**src/y86s_pkg.sv**
```systemverilog
// y86s_pkg: shared types, codes and decode helpers for the y86 instruction step block
// used by the top level, the alu and the checker under src, no dependencies
package y86s_pkg;

    localparam int MEM_BYTES_DEF = 4096;

    localparam logic [1:0] OP_LOAD  = 2'd0;
    localparam logic [1:0] OP_EXEC  = 2'd1;
    localparam logic [1:0] OP_MEMRD = 2'd2;
    localparam logic [1:0] OP_REGRD = 2'd3;

    localparam logic [1:0] ST_AOK = 2'd0;
    localparam logic [1:0] ST_HLT = 2'd1;
    localparam logic [1:0] ST_ADR = 2'd2;
    localparam logic [1:0] ST_INS = 2'd3;

    localparam logic [3:0] I_HALT  = 4'h0;
    localparam logic [3:0] I_NOP   = 4'h1;
    localparam logic [3:0] I_RRMOV = 4'h2;
    localparam logic [3:0] I_IRMOV = 4'h3;
    localparam logic [3:0] I_RMMOV = 4'h4;
    localparam logic [3:0] I_MRMOV = 4'h5;
    localparam logic [3:0] I_OPL   = 4'h6;
    localparam logic [3:0] I_JXX   = 4'h7;
    localparam logic [3:0] I_CALL  = 4'h8;
    localparam logic [3:0] I_RET   = 4'h9;
    localparam logic [3:0] I_PUSH  = 4'hA;
    localparam logic [3:0] I_POP   = 4'hB;
    localparam logic [3:0] R_NONE  = 4'hF;
    localparam logic [2:0] R_ESP   = 3'd4;

    typedef struct packed {
        logic [1:0]  op;
        logic [11:0] address;
        logic [2:0]  reg_index;
        logic [7:0]  data;
    } t_in;

    typedef struct packed {
        logic [1:0]  status;
        logic [31:0] pc;
        logic        zero_flag;
        logic        sign_flag;
        logic        overflow_flag;
        logic [31:0] read_data;
    } t_out;

    typedef struct packed {
        logic z;
        logic s;
        logic o;
    } t_flags;

    typedef enum logic [1:0] {ALU_ADD, ALU_SUB, ALU_AND, ALU_XOR} t_alu_fn;

    typedef enum logic [4:0] {
        S_CLR, S_IDLE, S_F0, S_F1, S_F2, S_FI, S_FI2, S_EX, S_ADDR, S_OPB,
        S_SPDEC, S_POPCHK, S_POPFIN, S_POP2, S_LDREG, S_RDW, S_WRW,
        S_COMMIT, S_FIN
    } t_state;

    function automatic logic needs_reg(input logic [3:0] ic);
        logic r;
        r = (ic inside {[I_RRMOV:I_OPL], I_PUSH, I_POP});
        return r;
    endfunction

    function automatic logic needs_imm(input logic [3:0] ic);
        logic r;
        r = (ic inside {[I_IRMOV:I_MRMOV], I_JXX, I_CALL});
        return r;
    endfunction

    function automatic logic bad_enc(input logic [3:0] ic, input logic [3:0] fn,
                                     input logic [3:0] ra, input logic [3:0] rb);
        logic bad;
        case (ic)
            I_HALT, I_NOP:    bad = 1'b0;
            I_RRMOV:          bad = ra[3] || rb[3] || (fn > 4'd6);
            I_IRMOV:          bad = (fn != 4'd0) || (ra != R_NONE) || rb[3];
            I_RMMOV, I_MRMOV: bad = (fn != 4'd0) || ra[3] || rb[3];
            I_OPL:            bad = ra[3] || rb[3] || (fn > 4'd3);
            I_JXX, I_CALL:    bad = (fn > 4'd6);
            I_RET:            bad = (fn != 4'd0);
            I_PUSH, I_POP:    bad = (fn != 4'd0) || ra[3] || (rb != R_NONE);
            default:          bad = 1'b1;
        endcase
        return bad;
    endfunction

    function automatic logic cond_ok(input logic [3:0] fn, input t_flags f);
        logic lt;
        logic c;
        lt = f.s ^ f.o;
        case (fn)
            4'd0:    c = 1'b1;
            4'd1:    c = lt || f.z;
            4'd2:    c = lt;
            4'd3:    c = f.z;
            4'd4:    c = !f.z;
            4'd5:    c = !lt;
            default: c = !lt && !f.z;
        endcase
        return c;
    endfunction

endpackage

```
**src/y86s_alu.sv**
```systemverilog
// y86s_alu: shared 32-bit add, subtract, and, xor unit with condition flags
// depends on y86s_pkg
module y86s_alu (
    input  y86s_pkg::t_alu_fn i_fn,
    input  logic [31:0]       i_a,
    input  logic [31:0]       i_b,
    output logic [31:0]       o_res,
    output y86s_pkg::t_flags  o_flags
);
    logic [31:0] res;
    logic        ov;

    always_comb begin
        ov = 1'b0;
        case (i_fn)
            y86s_pkg::ALU_ADD: begin
                res = i_a + i_b;
                ov  = (i_a[31] == i_b[31]) && (res[31] != i_b[31]);
            end
            y86s_pkg::ALU_SUB: begin
                res = i_b - i_a;
                ov  = (i_a[31] != i_b[31]) && (res[31] != i_b[31]);
            end
            y86s_pkg::ALU_AND: res = i_a & i_b;
            y86s_pkg::ALU_XOR: res = i_a ^ i_b;
            default:           res = i_a ^ i_b;
        endcase
    end

    assign o_res     = res;
    assign o_flags.z = (res == 32'd0);
    assign o_flags.s = res[31];
    assign o_flags.o = ov;
endmodule

```
**config.mk**
```make
export PLATFORM = sky130hd
export DESIGN_NAME = y86s_alu
export DESIGN_NICKNAME = d
export VERILOG_FILES = /design/src/y86s_pkg.sv /design/src/y86s_alu.sv
export SDC_FILE = /design/constraint.sdc
export NUM_CORES = 1
export LEC_CHECK = 0
export ABC_CLOCK_PERIOD_IN_PS = 7400
export BUFFER_PORTS_ARGS = -buffer_cell sky130_fd_sc_hd__buf_2
export CELL_PAD_IN_SITES_DETAIL_PLACEMENT = 1
export CELL_PAD_IN_SITES_GLOBAL_PLACEMENT = 1
export CORE_ASPECT_RATIO = 0.5
export CORE_MARGIN = 2
export CORE_UTILIZATION = 44
export DETAILED_ROUTE_END_ITERATION = 8
export PLACE_DENSITY = 0.93
export SETUP_SLACK_MARGIN = 0.02
export SLEW_MARGIN = 25
export SYNTH_ARGS = -nofsm -noshare
export SYNTH_HDL_FRONTEND = slang
export SYNTH_SLANG_ARGS = --single-unit
```
**constraint.sdc**
```tcl
create_clock -name vclk -period 7.4
set_input_delay 0.37 -clock vclk [all_inputs]
set_output_delay 0.37 -clock vclk [all_outputs]
set_load 0.01 [all_outputs]
```
==> run summary, run 1 <==
The area share of and/or/nand/nor cells after synthesis came out at between 20% and 30%. Along the worst hold path, the cell count comes to 4. The fraction of the yosys area taken by sequential cells is 0%.

After clock tree synthesis, the setup repair step added 0 buffers. The per-cell routed wire length is between 15 and 20 um. The final core utilization came out at between 50% and 60%. The share of the synthesized area in compound gates (AO/OA/AOI/OAI) is 38.11%. Setup repair after global routing left no endpoint under its margin.

The fraction of the mapped netlist area in adder cells is 18.07%. The initial core utilization is roughly 45%. In the routed layout, each cell is associated on average with a via count of around 6.4. The average cell area after synthesis is slightly below 7 um^2. The number of nets in the layout is just under 900. The class of the tightest hold or removal check is primary input to output port. The via count of the first global-routing pass came to 5600.

In this run, post-CTS repair resized a total of 0 instances. The boundary pin count came out at just over 100. Headroom to the max-slew limit came out at 35.39%.

The total power consumption of the routed design came out at between 0.5 and 0.6 mW. The final sequential cell count is 0. The reported net switching power came out at between 0.3 and 0.4 mW. The HPWL after detailed placement is 14450 um. The worst path required time came out at around 7 ns. The run finished with clean final reports. The clock network burns 0% of the power. Detailed routing placed a total of around 1400 um of wire on met3. The final number of hold-violating endpoints is 0. The signed area change from the synthesized netlist to the final layout came out at 10.84%. The maximum number of pins on one net before global-route repair came out at 67.

The synthesized-area fraction occupied by xor and xnor cells came out at roughly 5.3%. The placed instance count is a little under 900. After synthesis, the largest family of logic cells by area is compound AO/OA/AOI/OAI gates. The internal power came out at roughly 0.19 mW. The maximum clock frequency came out at slightly below 200 MHz. Global routing consumed, over all layers together, a little under a third of the routing resources. After detailed routing, no signal wire sits above met4. The instance count of the mapped netlist came out at around 690. The max-cap violation count is 0. The worst path needs between 5 and 6 ns of the cycle, external delays included. The die height came out at approximately 77 um. Summed over all layers, the routed wires come to 17720 um. The relative contribution of combinational cells to total power came out at 100.0%. The number of vias after detailed routing came out at 5692. The layout cell share with drive strength beyond 1 came out at roughly a fifth. The critical path in this run is classified as primary input to output port.

In the layout the commonest cells are sky130_fd_sc_hd__buf_2, sky130_fd_sc_hd__a21oi_1, sky130_fd_sc_hd__inv_1, sky130_fd_sc_hd__ha_1, sky130_fd_sc_hd__nor2_1. The portion of synthesized area spent on multiplexers is under 10%. The die extent in x is roughly 150 um.

The number of antenna diodes is 0. The total of endpoints with negative setup slack in the final report is 0. The maximum ir drop on the vdd rail is 0.00003760 V.

The power density over the cells came out at between 90 and 100 nW/um^2. The routed design uses slightly below 8000 um of met2 wire. The DRC violation count after routing came out at 0. The accumulated negative setup slack came out at 0 ns.

In this run, flip-flops and latches consume 0% of the power. The final number of max-transition violations is 0. The worst hold path terminates at o_flags[0]. For this run, the detailed router's first-pass iteration total came to 5. The number of DRC markers in iteration 0 came out at between 500 and 600. The synthesis warning total came out at 0. The most common cell after layout, fill and taps aside is sky130_fd_sc_hd__buf_2. The routability congestion estimate from global placement came out at about 1.

The count of input and output buffers came out at 101. The startpoint kind of the worst setup timing path is a primary input. The die covers between 10000 and 15000 um^2. For this run, the number of standard cells in the final layout without fillers is between 800 and 900. In this run, distinct cell masters in the synthesized netlist total between 80 and 90. The layout clock buffer count came out at 0. The post-route antenna net violation count is 0. The net count after synthesis is between 800 and 900. The total congestion overflow after global routing is 0. The switching power as a share of total power is between 60% and 70%. The total area inside the core boundary comes to between 10000 and 15000 um^2. The post-route fraction of the period consumed by the critical path is a little over two thirds. The data arrival time at the worst-slack endpoint came out at roughly 4.8 ns. The first-pass GRT wire length came out at roughly 29000 um.

The floorplan has 26 rows. In this run the most critical hold path is launched from i_b[31]. The area used by sequential logic in the layout came out at 0 um^2. The quantity of hold-fixing buffers added after cts came out at 0. The endpoint class of the critical path is an output port. The largest fanout of any net on the critical path came out at 9. The transition time at the pin with the least slew margin is 0.9680 ns.

The detailed-route wire length on metal 1 came out at roughly 8000 um. The netlist area before placement is 4652 um^2. The worst hold slack after final layout is between 1 and 1.5 ns. The initial antenna violation count is 0. Summed over all cells, the static leakage comes to 2.306 nW.
[final cells by class]
| type | count | area [um^2] |
|---|---|---|
| fill | 1409 | 5091 |
| inverter | 77 | 290.3 |
| multi-input combinational | 571 | 4163 |
| tap | 140 | 175.2 |
| timing repair buffer | 104 | 528.0 |
[synth_stat cells, drive strengths merged, types with 10 or more instances]
| cell type | count | area (um^2) |
|---|---|---|
| nor2 | 62 | 235.2 |
| nor4 | 11 | 87.59 |
| ha | 64 | 800.8 |
| a221oi | 10 | 112.6 |
| o21ai | 45 | 232.7 |
| nor3 | 23 | 115.1 |
| buf | 22 | 120.1 |
| nand2b | 11 | 68.82 |
| nand3 | 13 | 65.06 |
| o211ai | 12 | 90.09 |
| xnor2 | 25 | 219.0 |
| nand2 | 43 | 161.4 |
| a21oi | 81 | 409.1 |
| a211oi | 12 | 107.6 |
| clkbuf | 21 | 78.83 |
| inv | 76 | 285.3 |
| mux2i | 19 | 190.2 |
| o31ai | 14 | 118.9 |
[critical path: stages]
cell and delay, ns:
sky130_fd_sc_hd__buf_2 0.09, sky130_fd_sc_hd__inv_1 0.04, sky130_fd_sc_hd__ha_1 0.51, sky130_fd_sc_hd__inv_1 0.25
sky130_fd_sc_hd__nor3_1 0.43, sky130_fd_sc_hd__o2111ai_1 0.31, sky130_fd_sc_hd__a41oi_1 0.36, sky130_fd_sc_hd__o211ai_1 0.16
sky130_fd_sc_hd__a31oi_2 0.40, sky130_fd_sc_hd__mux2i_1 0.26, sky130_fd_sc_hd__o2111ai_1 0.15, sky130_fd_sc_hd__a2111oi_0 0.68
sky130_fd_sc_hd__and4_1 0.30, sky130_fd_sc_hd__nand4b_1 0.11, sky130_fd_sc_hd__nor4_2 0.16, sky130_fd_sc_hd__buf_2 0.17
[stage by stage]
stage / setup slack (ns) / cell area (um^2)
5_1_grt: 2.072 / 5156
3_5_place_dp: 2.547 / 5156
4_1_cts: 2.519 / 5156
6_report: 2.265 / 5156
2_1_floorplan: 3.706 / 4652
3_3_place_gp: 2.564 / 5156
[power groups by stage]
stage / Combinational [mW] / Sequential [mW] / Clock, mW
floorplan: 0.346 / 0 / 0
global placement: 0.479 / 0 / 0
detailed placement: 0.493 / 0 / 0
CTS: 0.496 / 0 / 0
global route: 0.549 / 0 / 0
finish: 0.507 / 0 / 0
[how the worst max path moves through the flow]
stage / startpoint / endpoint / slack, ns / cells past startpoint
final: i_a[14] / o_flags[2] / 2.26 / 16
after global routing: i_a[11] / o_flags[2] / 2.07 / 16
after CTS: i_a[8] / o_flags[2] / 2.52 / 16
after detailed placement: i_a[8] / o_flags[2] / 2.55 / 16
after global placement: i_a[8] / o_flags[2] / 2.56 / 16
after floorplan: i_a[4] / o_flags[2] / 3.71 / 15
[logic make-up (layout without fill, tap and decap cells)]
logic type,after synthesis,after routing
adder cells (fa/ha/maj),66,66
AND/OR/NAND/NOR,204,204
multiplexers,26,26
buffers and inverters,120,181
AO/OA/AOI/OAI,247,247
XOR/XNOR,28,28
[layer usage]
layer  up-vias  track usage, %
met1      2732           43.48
met5         -               0
met3        42           2.262
met2       252           48.85
met4         0           6.857
li1       2666               -
Note: power is estimated with default switching activity, not from simulation.
==> run 2: changes to the inputs <==
- ABC_CLOCK_PERIOD_IN_PS: 7400 -> 4600
- CORE_UTILIZATION: 44 -> 37
- PLACE_DENSITY: 0.93 -> 0.84
- clock period: 7.4 -> 4.6 ns (I/O delays scaled with it)
==> run summary, run 2 (synthesis results as in run 1) <==
The run finished with clean final reports. The initial core utilization came out at 38.60% (-6.8 points). In the layout the commonest cells are sky130_fd_sc_hd__buf_2, sky130_fd_sc_hd__a21oi_1, sky130_fd_sc_hd__inv_1, sky130_fd_sc_hd__ha_1, sky130_fd_sc_hd__nor2_1.

The critical path is of the primary input to output port type. The boundary pin count came out at 101 (unchanged). The first-pass GRT wire length is 29610 um (+2.5%). The first-pass iteration count of the detailed router is 5 (unchanged). The post-detailed-placement half-perimeter wirelength came out at 14850 um (+2.8%).

The quantity of hold-fixing buffers added after cts is 0 (unchanged). The via count of the first global-routing pass came out at 5783 (+3.3%). The filler cell count is 1633 (+16%). The highest routed metal layer is met4.

The normalized max-slew margin is 39.21% (+3.8 points). The library cell used most frequently in the layout, excluding fill and tap cells, is sky130_fd_sc_hd__buf_2. The number of placement rows came to 28 (+7.7%). The count of input and output buffers came out at 101 (unchanged). The number of nets in the layout came out at 891 (+0.56%).

The relative contribution of combinational cells to total power came out at 100.0% (about the same). The routed via count divided by cell count was 6.188 (-3.0%). The die extent in x came out at 162.6 um (+8.8%).

The final sequential cell count came to 0 (unchanged). The signed area change from the synthesized netlist to the final layout is 12.70%. The final number of hold-violating endpoints is 0 (unchanged). Setup repair after global routing left no endpoint under its margin.

The number of antenna diodes is 0 (unchanged). The floorplan core area is 12050 um^2 (+18%). The die height came out at 83.29 um (+8.6%). The total of endpoints with negative setup slack in the final report is 0 (unchanged). The layout clock buffer count came out at 0 (unchanged). The routability congestion estimate from global placement came out at 1.005 (+2.4%). The transition time at the pin with the least slew margin is 0.9119 ns (-0.05610 ns). The maximum number of pins on one net before global-route repair was 49 (-27%). Derived from the worst setup path, the maximum achievable clock frequency is between 200 and 250 MHz. The endpoint class of the critical path is an output port. The post-route standard cell area excluding fillers is 5243 um^2 (+1.7%). The worst hold path belongs to the class primary input to output port. The initial antenna violation count is 0 (unchanged).

The worst path required time came out at 4.37 ns (-2.66 ns). STA classifies the critical path startpoint as a primary input. The reported net switching power came to 0.5174 mW (+61%). The maximum ir drop on the vdd rail came out at 0.00004747 V (+26%). The global routing usage summed across all routing layers is 26.02% (-4.2 points).

The internal power came out at 0.3051 mW (+63%). The number of DRC markers in iteration 0 came out at 465 (-12%). The switching power as a share of total power came out at 62.91% (-0.29 points). The layout cell share with drive strength beyond 1 is 21.27% (+1.1 points). The power density over the cells came to 156.9 nW/um^2 (+59%).

The total die area is 13540 um^2 (+18%). The per-cell routed wire length is 19.80 um (-0.33%). The final number of max-transition violations came to 0 (unchanged).

The post-route fraction of the period consumed by the critical path came out at 94.21%. The largest fanout of any net on the critical path is 12 (+3). The static leakage power came to 2.328 nW (+0.97%). The accumulated negative setup slack is 0 ns (unchanged). The length of routed met3 wiring came to 1229 um (-15%).

The routed length on met2 came out at 8391 um (+7.2%). The area used by sequential logic in the layout came out at 0 um^2 (unchanged). The critical path ends at o_flags[2]. The detailed-route wire length on metal 1 is 8268 um (+3.1%). The final wirelength came to 18260 um (+3.0%). The worst-case setup slack after placement is 0.2643 ns (-2.282 ns). The post-route antenna net violation count came out at 0 (unchanged). The fraction of power consumed by the clock network is 0% (unchanged). The placement-stage cell area came out at 5225 um^2 (+1.3%).

The max-cap violation count came out at 0 (unchanged). The DRC violation count after routing is 0 (unchanged). The final setup slack of the worst path came out at 0.2666 ns (-1.998 ns).

The data arrival time at the worst-slack endpoint is 4.10 ns (-0.67 ns). The shortest period the worst path allows is about 4.3 ns. Tracing the worst setup path back leads to its startpoint at i_a[8]. The number of vias after detailed routing is 5705 (+0.23%). The sequential power share came out at 0% (unchanged).

The total congestion overflow after global routing came out at 0 (unchanged).
run 2: cell types whose count changed in the layout (fill, tap and decap cells not counted), sizes merged:
| cell | previous run | this run |
|---|---|---|
| buf | 104 | 109 |
run 2: worst min path at each step:
| stage | depth (start not counted) | from | endpoint | slack (ns) |
|---|---|---|---|---|
| floorplan | 2 | i_a[0] | o_res[0] | 0.66 |
| global placement | 4 | i_b[31] | o_flags[0] | 0.90 |
| detailed placement | 4 | i_a[0] | o_res[0] | 0.92 |
| CTS | 4 | i_a[0] | o_res[0] | 0.92 |
| global route | 4 | i_b[31] | o_flags[0] | 0.96 |
| finish | 4 | i_a[0] | o_res[0] | 0.91 |
run 2: critical path: stages:
cell and delay (ns):
sky130_fd_sc_hd__buf_2 0.09, sky130_fd_sc_hd__inv_1 0.04, sky130_fd_sc_hd__ha_2 0.48, sky130_fd_sc_hd__inv_1 0.20, sky130_fd_sc_hd__nor4_2 0.43, sky130_fd_sc_hd__o2111ai_1 0.28, sky130_fd_sc_hd__a41oi_1 0.32, sky130_fd_sc_hd__o211ai_1 0.17
sky130_fd_sc_hd__a31oi_2 0.39, sky130_fd_sc_hd__nor4_1 0.09, sky130_fd_sc_hd__a311oi_1 0.28, sky130_fd_sc_hd__o21ai_0 0.25, sky130_fd_sc_hd__nor4_2 0.35, sky130_fd_sc_hd__nand4b_1 0.17, sky130_fd_sc_hd__nor4_2 0.15, sky130_fd_sc_hd__buf_2 0.17
run 2: power by group through the flow:
stage	combinational, mW	sequential [mW]	clock (mW)
6_report	0.822	0	0
5_1_grt	0.891	0	0
4_1_cts	0.804	0	0
3_5_place_dp	0.799	0	0
3_3_place_gp	0.781	0	0
2_1_floorplan	0.556	0	0
run 2: layout make-up:
class / instances / area [um^2] / area share, %
Timing Repair Buffer: 109 / 565.5 / 10.79
Tap cell: 165 / 206.4 / 3.938
Multi-Input combinational cell: 571 / 4180 / 79.74
Inverter: 77 / 290.3 / 5.537
run 2: per-stage QoR:
stage / total power [mW] / cells / util, % / hold slack, ns
CTS: 0.8038 / 922 / 43.36 / 0.9157
global placement: 0.7811 / 922 / 43.36 / 0.8975
finish: 0.8224 / 922 / 43.50 / 0.9117
detailed placement: 0.7988 / 922 / 43.36 / 0.9168
global route: 0.8910 / 922 / 43.50 / 0.9617
floorplan: 0.5561 / 691 / - / 0.6618
run 2: per-layer routing:
| layer | vias to the layer above | GRT usage [%] |
|---|---|---|
| met4 | 0 | 6.758 |
| li1 | 2672 | - |
| met3 | 42 | 1.698 |
| met5 | - | 0 |
| met1 | 2745 | 35.59 |
| met2 | 246 | 44.26 |
run 2: repair_timing:
item | 4_1_cts | 5_1_grt
buffers inserted | 0 | 0
endpoints found under the setup margin | 0 | 1
gates resized for setup | 0 | 5
